## src/rtl/poisson_haar_coefficient_threshold_macros.svh

```systemverilog
// Assertion macros for the Poisson Haar coefficient threshold block.
// Included by the top level; the macros expect clk and rst in scope.
`ifndef POISSON_HAAR_COEFFICIENT_THRESHOLD_MACROS_SVH
`define POISSON_HAAR_COEFFICIENT_THRESHOLD_MACROS_SVH
`ifndef SYNTHESIS
// Check that cons holds in the same cycle as ante.
`define PHT_ASSERT_NOW(lbl, ante, cons) \
  lbl: assert property (@(posedge clk) disable iff (rst) (ante) |-> (cons)) \
    else $error("pht check failed");
// Check that cons holds in the cycle after ante.
`define PHT_ASSERT_NEXT(lbl, ante, cons) \
  lbl: assert property (@(posedge clk) disable iff (rst) (ante) |=> (cons)) \
    else $error("pht check failed");
`else
`define PHT_ASSERT_NOW(lbl, ante, cons)
`define PHT_ASSERT_NEXT(lbl, ante, cons)
`endif
`endif

```

## src/rtl/pht_pkg.sv

```systemverilog
// Shared constants and codes for the Poisson Haar coefficient threshold block.
// No dependencies.
package pht_pkg;
  localparam int COEF_WIDTH_DEF  = 32;
  localparam int SCALE_COUNT_DEF = 16;
  localparam int SCALE_W         = 4;
  localparam int SAMPLE_W        = 32;
  localparam int LEVEL_W         = 32;
  localparam int RAD_W           = 64;
  localparam int ROOT_W          = 32;
  localparam int CFG_IDX_W       = 3;
  localparam int CFG_DATA_W      = 32;

  typedef enum logic [CFG_IDX_W-1:0] {
    REG_BG_SOURCE  = 3'd0,
    REG_FLAT_BG    = 3'd1,
    REG_Z          = 3'd2,
    REG_FIRST_SCL  = 3'd3,
    REG_POS_ONLY   = 3'd4,
    REG_SOFT       = 3'd5
  } reg_idx_t;

  localparam logic [1:0] BG_FLAT   = 2'd0;
  localparam logic [1:0] BG_LOWRES = 2'd1;
  localparam logic [15:0] Z_RESET  = 16'd768;
endpackage

```

## src/rtl/pht_sqrt.sv

```systemverilog
// Pipelined integer square root, one root bit per stage, with a side payload.
// Depends on pht_pkg; stage valid bits are kept by the caller.
module pht_sqrt #(
  parameter int SIDE_W = 1
) (
  input  logic                          clk,
  input  logic [pht_pkg::ROOT_W-1:0]    ld,
  input  logic [pht_pkg::RAD_W-1:0]     rad,
  input  logic [SIDE_W-1:0]             side_in,
  output logic [pht_pkg::ROOT_W-1:0]    root,
  output logic [SIDE_W-1:0]             side_out
);
  import pht_pkg::*;
  localparam int REM_W = ROOT_W + 3;

  logic [RAD_W-1:0]  x_q    [ROOT_W];
  logic [REM_W-1:0]  rem_q  [ROOT_W];
  logic [ROOT_W-1:0] root_q [ROOT_W];
  logic [SIDE_W-1:0] side_q [ROOT_W];

  for (genvar k = 0; k < ROOT_W; k++) begin : g_stage
    logic [RAD_W-1:0]  x_i;
    logic [REM_W-1:0]  rem_i;
    logic [ROOT_W-1:0] root_i;
    logic [SIDE_W-1:0] side_i;
    logic [REM_W-1:0]  r2;
    logic [REM_W-1:0]  trial;
    logic              take;

    if (k == 0) begin : g_first
      assign x_i    = rad;
      assign rem_i  = '0;
      assign root_i = '0;
      assign side_i = side_in;
    end else begin : g_next
      assign x_i    = x_q[k-1];
      assign rem_i  = rem_q[k-1];
      assign root_i = root_q[k-1];
      assign side_i = side_q[k-1];
    end

    // bring down the next two radicand bits and try root*4+1
    assign r2    = {rem_i[REM_W-3:0], x_i[RAD_W-1 -: 2]};
    assign trial = {1'b0, root_i, 2'b01};
    assign take  = (r2 >= trial);

    always_ff @(posedge clk) begin
      if (ld[k]) begin
        x_q[k]    <= {x_i[RAD_W-3:0], 2'b00};
        rem_q[k]  <= take ? (r2 - trial) : r2;
        root_q[k] <= {root_i[ROOT_W-2:0], take};
        side_q[k] <= side_i;
      end
    end
  end

  assign root     = root_q[ROOT_W-1];
  assign side_out = side_q[ROOT_W-1];
endmodule

```

## config.mk

```make
export PLATFORM = sky130hd
export DESIGN_NAME = pht_sqrt
export DESIGN_NICKNAME = d
export VERILOG_FILES = /design/src/rtl/poisson_haar_coefficient_threshold_macros.svh /design/src/rtl/pht_pkg.sv /design/src/rtl/pht_sqrt.sv
export SDC_FILE = /design/constraint.sdc
export NUM_CORES = 2
export LEC_CHECK = 0
export ABC_CLOCK_PERIOD_IN_PS = 3830
export BUFFER_PORTS_ARGS = -buffer_cell sky130_fd_sc_hd__buf_2
export CAP_MARGIN = 0
export CORE_ASPECT_RATIO = 1.5
export CORE_MARGIN = 1
export CORE_UTILIZATION = 57
export CTS_BUF_LIST = sky130_fd_sc_hd__clkbuf_16
export CTS_CLUSTER_SIZE = 14
export DETAILED_ROUTE_END_ITERATION = 10
export PLACE_DENSITY = 0.76
export SLEW_MARGIN = 20
export SYNTH_ARGS = -nofsm -noshare
export SYNTH_HDL_FRONTEND = slang
export SYNTH_MEMORY_MAX_BITS = 65536
export SYNTH_SLANG_ARGS = --single-unit
export TNS_END_PERCENT = 10
```

## constraint.sdc

```tcl
create_clock -name clk -period 3.83 [get_ports clk]
set_clock_uncertainty 0.1 [all_clocks]
set_input_delay 0.383 -clock clk [delete_from_list [all_inputs] [get_ports clk]]
set_output_delay 0.383 -clock clk [all_outputs]
set_load 0.01 [all_outputs]
```

=== Word-level counts from Yosys, hierarchy flattened ===
Memory sizes are Yosys's and may differ from the RTL's.
Cells that the tools add are included.

* Bits in registers: 0
* RAM bits: 4,160
* Input port bits: 98
* Output and inout port bits: 33
* Memories kept: 4

{| class="wikitable"
|+ Memories
! name !! words !! bits a word !! read ports !! clocked after memory_dff !! wr ports !! RTL line !! source
|-
| x_q || 32 || 62 || 31 || 0 || 32 || pht_sqrt.sv:16 || <nowiki>logic [RAD_W-1:0] x_q [ROOT_W];</nowiki>
|-
| rem_q || 32 || 35 || 31 || 0 || 32 || pht_sqrt.sv:17 || <nowiki>logic [REM_W-1:0] rem_q [ROOT_W];</nowiki>
|-
| root_q || 32 || 32 || 32 || 0 || 32 || pht_sqrt.sv:18 || <nowiki>logic [ROOT_W-1:0] root_q [ROOT_W];</nowiki>
|-
| side_q || 32 || 1 || 32 || 0 || 32 || pht_sqrt.sv:19 || <nowiki>logic [SIDE_W-1:0] side_q [ROOT_W];</nowiki>
|}

* Add/subtract/negate cells: 32
* Magnitude comparators: 32
* Muxes and demuxes: 96

{| class="wikitable"
|+ Operator list
! operator !! count
|-
| 35-bit two-way mux || 32
|-
| 35-bit by 34-bit >= comparator with 1-bit output || 31
|-
| 35-bit by 34-bit subtractor with 35-bit output || 31
|-
| 1-bit two-way mux || 64
|-
| 2-bit by 1-bit subtractor with 3-bit output (second input constant) || 1
|-
| 2-bit by 1-bit >= comparator with 1-bit output (second input constant) || 1
|}

=== Depth between registers and ports, before layout ===
An unclocked memory read counts as a cell.

* Depth after elaboration: 3
* Depth in mapped cells: 15

=== Least setup slack after synthesis ===
OpenSTA, ideal clock, no wires.

* Path kind: register -> register
* From: memory rem_q[24][2] in the netlist's numbering
* To: memory rem_q[25][30] in the netlist's numbering (data pin)
* Arrival: 3,196 ps
* Path slack: 277 ps
* Stages on the path, launching flop included: 11
* Buffers on the path: 0
* Clock period less this slack: 3,553 ps
* Path through: edfxtp_1 > ha_1 > a2111oi_2 > a21oi_1 > o311a_1 > o41ai_1 > o31ai_1 > a311oi_1 > nor3_1 > or4b_1 > xnor2_1

{| class="wikitable"
|+ RTL lines
! element !! RTL line
|-
| start: declaration || pht_sqrt.sv:17
|}

==> key figures <==
Clocking
  – Clock sinks: between 2000 and 3000
  – Clock latency on the worst-skew pair: 910 ps
  – CTS HTree Levels: 4
  – Clock buffer depth: 4
  – Worst-path clk slew: 70 ps
  – Root Buffer: clkbuf_16
  – TritonCTS clock tree: built
  – Num CTS Buffers: 235

Power
  – P per Cell Area: 584 nW/um^2
  – Worst vdd ir: a little under 0.6 mV
  – Pleak: 50.2 nW

Timing
  – Fmax: between 0.2 and 0.3 GHz
  – # setup viols final: 0
  – Final Max Slew Viols: 0
  – RSZ-0062 raised after global routing: true
  – Final hold slack: 28.7 ps
  – Slew headroom: 26.6%
  – Final cycle utilization of the critical path: 98.0%
  – Final Hold Viols: 0
  – Final min period: 3760 ps
  – Slew of the pin with the lowest slew margin: around 1100 ps
  – Final worst slack: roughly 75 ps

Worst setup path
  – Worst r2r path cells: 11
  – RR Startpoint: rem_q[11][0]
  – CP Capture Type: register
  – Critical Path Start: rem_q[11][0]
  – Crit path required time: roughly 4400 ps
  – WS Path Type: register to register
  – Reg2Reg Setup Slack: 70 ps
  – Critical path endpoint: rem_q[12][27]
  – Worst Path Max Fanout: 4
  – Critical path arrival: 4320 ps
  – R2R Path End: rem_q[12][27]
  – Startpoint Class: register

Placement
  – RD Place Congestion: 0.931
  – DP HPWL: roughly 180 mm
  – Pre-CTS WS: -196 ps
  – Port buffer count: 130
  – Placed cell count: 11700
  – Dpl cell area: 122000 um^2

Route
  – DR iter-0 viols: 4728
  – Max Used Layer: met4
  – Via count: 71000
  – Met3 wire length: 10.1 mm
  – Met2 wire len: 142 mm
  – Final ANT Viol Nets: 0
  – DR WL/cell: between 20 and 25 um
  – DR DRC count: 0
  – Via/cell ratio: 5.83
  – M1 WL: 83.6 mm
  – WL final: 253 mm
  – First-pass DRT Iterations: 6

Synth
  – Distinct cells, synth: 99
  – Mapped Area: 116000 um^2
  – Gate Count Post-Synth: between 8000 and 9000
  – Number of synthesized register bits: 2526
  – Post-Syn Nets: 9532
  – Synth warn: 0
  – Post-synth EDFFs: 2526
  – Most common flop cell mapped by yosys: edfxtp_1
  – Asr flop ratio synth: 0%
  – Register area share after synthesis: 65.2%
  – Syn Area/Cell: between 10 and 15 um^2

Layout
  – Fraction of layout cells with a size suffix above 1: 9.16%
  – Finished Cell Area: 130000 um^2
  – Final-layout fill cell count: approximately 14000
  – Most common cell after layout, fill and taps aside: edfxtp_1
  – End-of-flow core utilization: between 60% and 70%
  – Area grow syn2layout: 11.7%
  – Non-Filler Instances: 12200
  – Final-stage net count: 10000
  – Most frequent cells in the layout: 2526 x edfxtp_1, 772 x inv_1, 591 x nor2_1, 590 x a21oi_1, 560 x ha_1

Global route
  – GRT Total Usage: between 20% and 30%
  – Antenna violations before repair: 4
  – Vias in the first global route: 72900
  – Global-route wire length before repair: 390 mm
  – Gr ovfl total: 0
  – Largest net degree at the start of global routing: 86

Floorplan
  – Floorplan row count: 202
  – Core area: 202000 um^2
  – Boundary Pins: ~130
  – Die Wd: 371 um
  – Chip height: roughly 560 um
  – Initial cell density of the core: approximately 57%
  – Die area: 206000 um^2

Run status
  – Outcome: completed

Run
  – Total of max-cap violations: 0

Worst hold path
  – Worst min path class: input port to register
-- sequential cells by signal, indices dropped and copies added (netlist names) --
| name | count |
|---|---|
| x_q | 992 |
| rem_q | 974 |
| root_q | 528 |
| side_q | 32 |
-- timing repair --
action                                  CTS  global route
pin swaps                                 0             4
buffers inserted                          0             2
gates resized for setup                  10            67
hold endpoints to repair                912             0
hold buffers                             92             0
endpoints found under the setup margin   68           231
-- per-layer routing --
| layer | vias up | global-route usage (%) |
|---|---|---|
| met1 | 34500 | 23.5 |
| met4 | 0 | 15.0 |
| met5 | - | 0 |
| met2 | 2010 | 47.9 |
| met3 | 830 | 3.10 |
| li1 | 33700 | - |
-- kinds of logic after synthesis --
group	count (synthesis)	share of synthesized area (%)
flops	2526	65.2
simple gates	2257	9.61
compound gates	1757	9.32
buf+inv	880	2.87
xor+xnor	802	6.05
fa+ha+maj	561	6.04
mux	89	0.859
other cells	1	0.00323
-- worst min path at each step --
stage                  from             to  cells after the start
4_1_cts             rad[19]     x_q[0][19]                      2
3_5_place_dp     x_q[9][27]    x_q[10][29]                      0
5_1_grt             rad[17]     x_q[0][17]                      2
3_3_place_gp      x_q[1][5]      x_q[2][7]                      0
6_report              ld[9]     x_q[9][27]                      1
2_1_floorplan  side_q[0][9]  side_q[0][10]                      0
-- cells in the mapped netlist, types with 17 or more instances --
cell	n	area share, %
or2_2	50	0.27
nor3_1	217	0.93
a21oi_1	595	2.6
nand3b_1	17	0.11
nor2b_1	81	0.44
o21bai_1	45	0.29
edfxtp_1	2526	65
o31ai_1	54	0.35
inv_1	721	2.3
o21a_1	84	0.54
nor4_1	107	0.58
nand2b_1	126	0.68
a21boi_0	17	0.11
and3_1	48	0.26
ha_1	561	6.0
mux2_2	82	0.79
o211ai_1	26	0.17
nand3_1	142	0.61
a31oi_1	46	0.25
nand4_1	90	0.48
xnor2_1	421	3.2
and2_1	31	0.17
a21o_1	220	1.4
a211o_1	20	0.15
or4_1	55	0.36
buf_2	19	0.082
or3_1	94	0.51
nor2_1	593	1.9
a211oi_1	41	0.26
nand2_1	527	1.7
clkbuf_1	120	0.39
xor2_1	380	2.9
o21ai_0	434	1.9
-- where the power goes --
part	internal, W	switching [W]	total, W
sequential	0.0350	0.00247	0.0374
clock	0.0122	0.00985	0.0220
combinational	0.00710	0.00930	0.0164
-- critical path, stage by stage, from the launching register on --
cell,delay (ps)
edfxtp_1,480
ha_1,410
o21a_1,160
o21a_1,200
o211ai_1,270
a21oi_1,150
o21bai_1,270
o21ai_0,220
or4b_2,750
nor2_1,220
nand3b_1,120
xnor2_1,150
-- metrics by stage --
step                power (W)  setup TNS [ps]
global placement       0.0535           -5390
floorplan              0.0484               0
CTS                    0.0761               0
finish                 0.0758               0
detailed placement     0.0540           -4070
global route           0.0792            -502
-- layout make-up --
| type | count | area, um^2 | area share [%] |
|---|---|---|---|
| timing repair buffer | 426 | 3450 | 2.66 |
| multi-input combinational | 5467 | 37400 | 28.8 |
| clock buffer | 235 | 5880 | 4.53 |
| inverter | 723 | 2710 | 2.09 |
| clock inverter | 149 | 1180 | 0.909 |
| antenna | 2 | 5.00 | 0.00386 |
| sequential | 2526 | 75900 | 58.4 |
| tap | 2652 | 3320 | 2.56 |
Power figures use the tool's default switching activity.
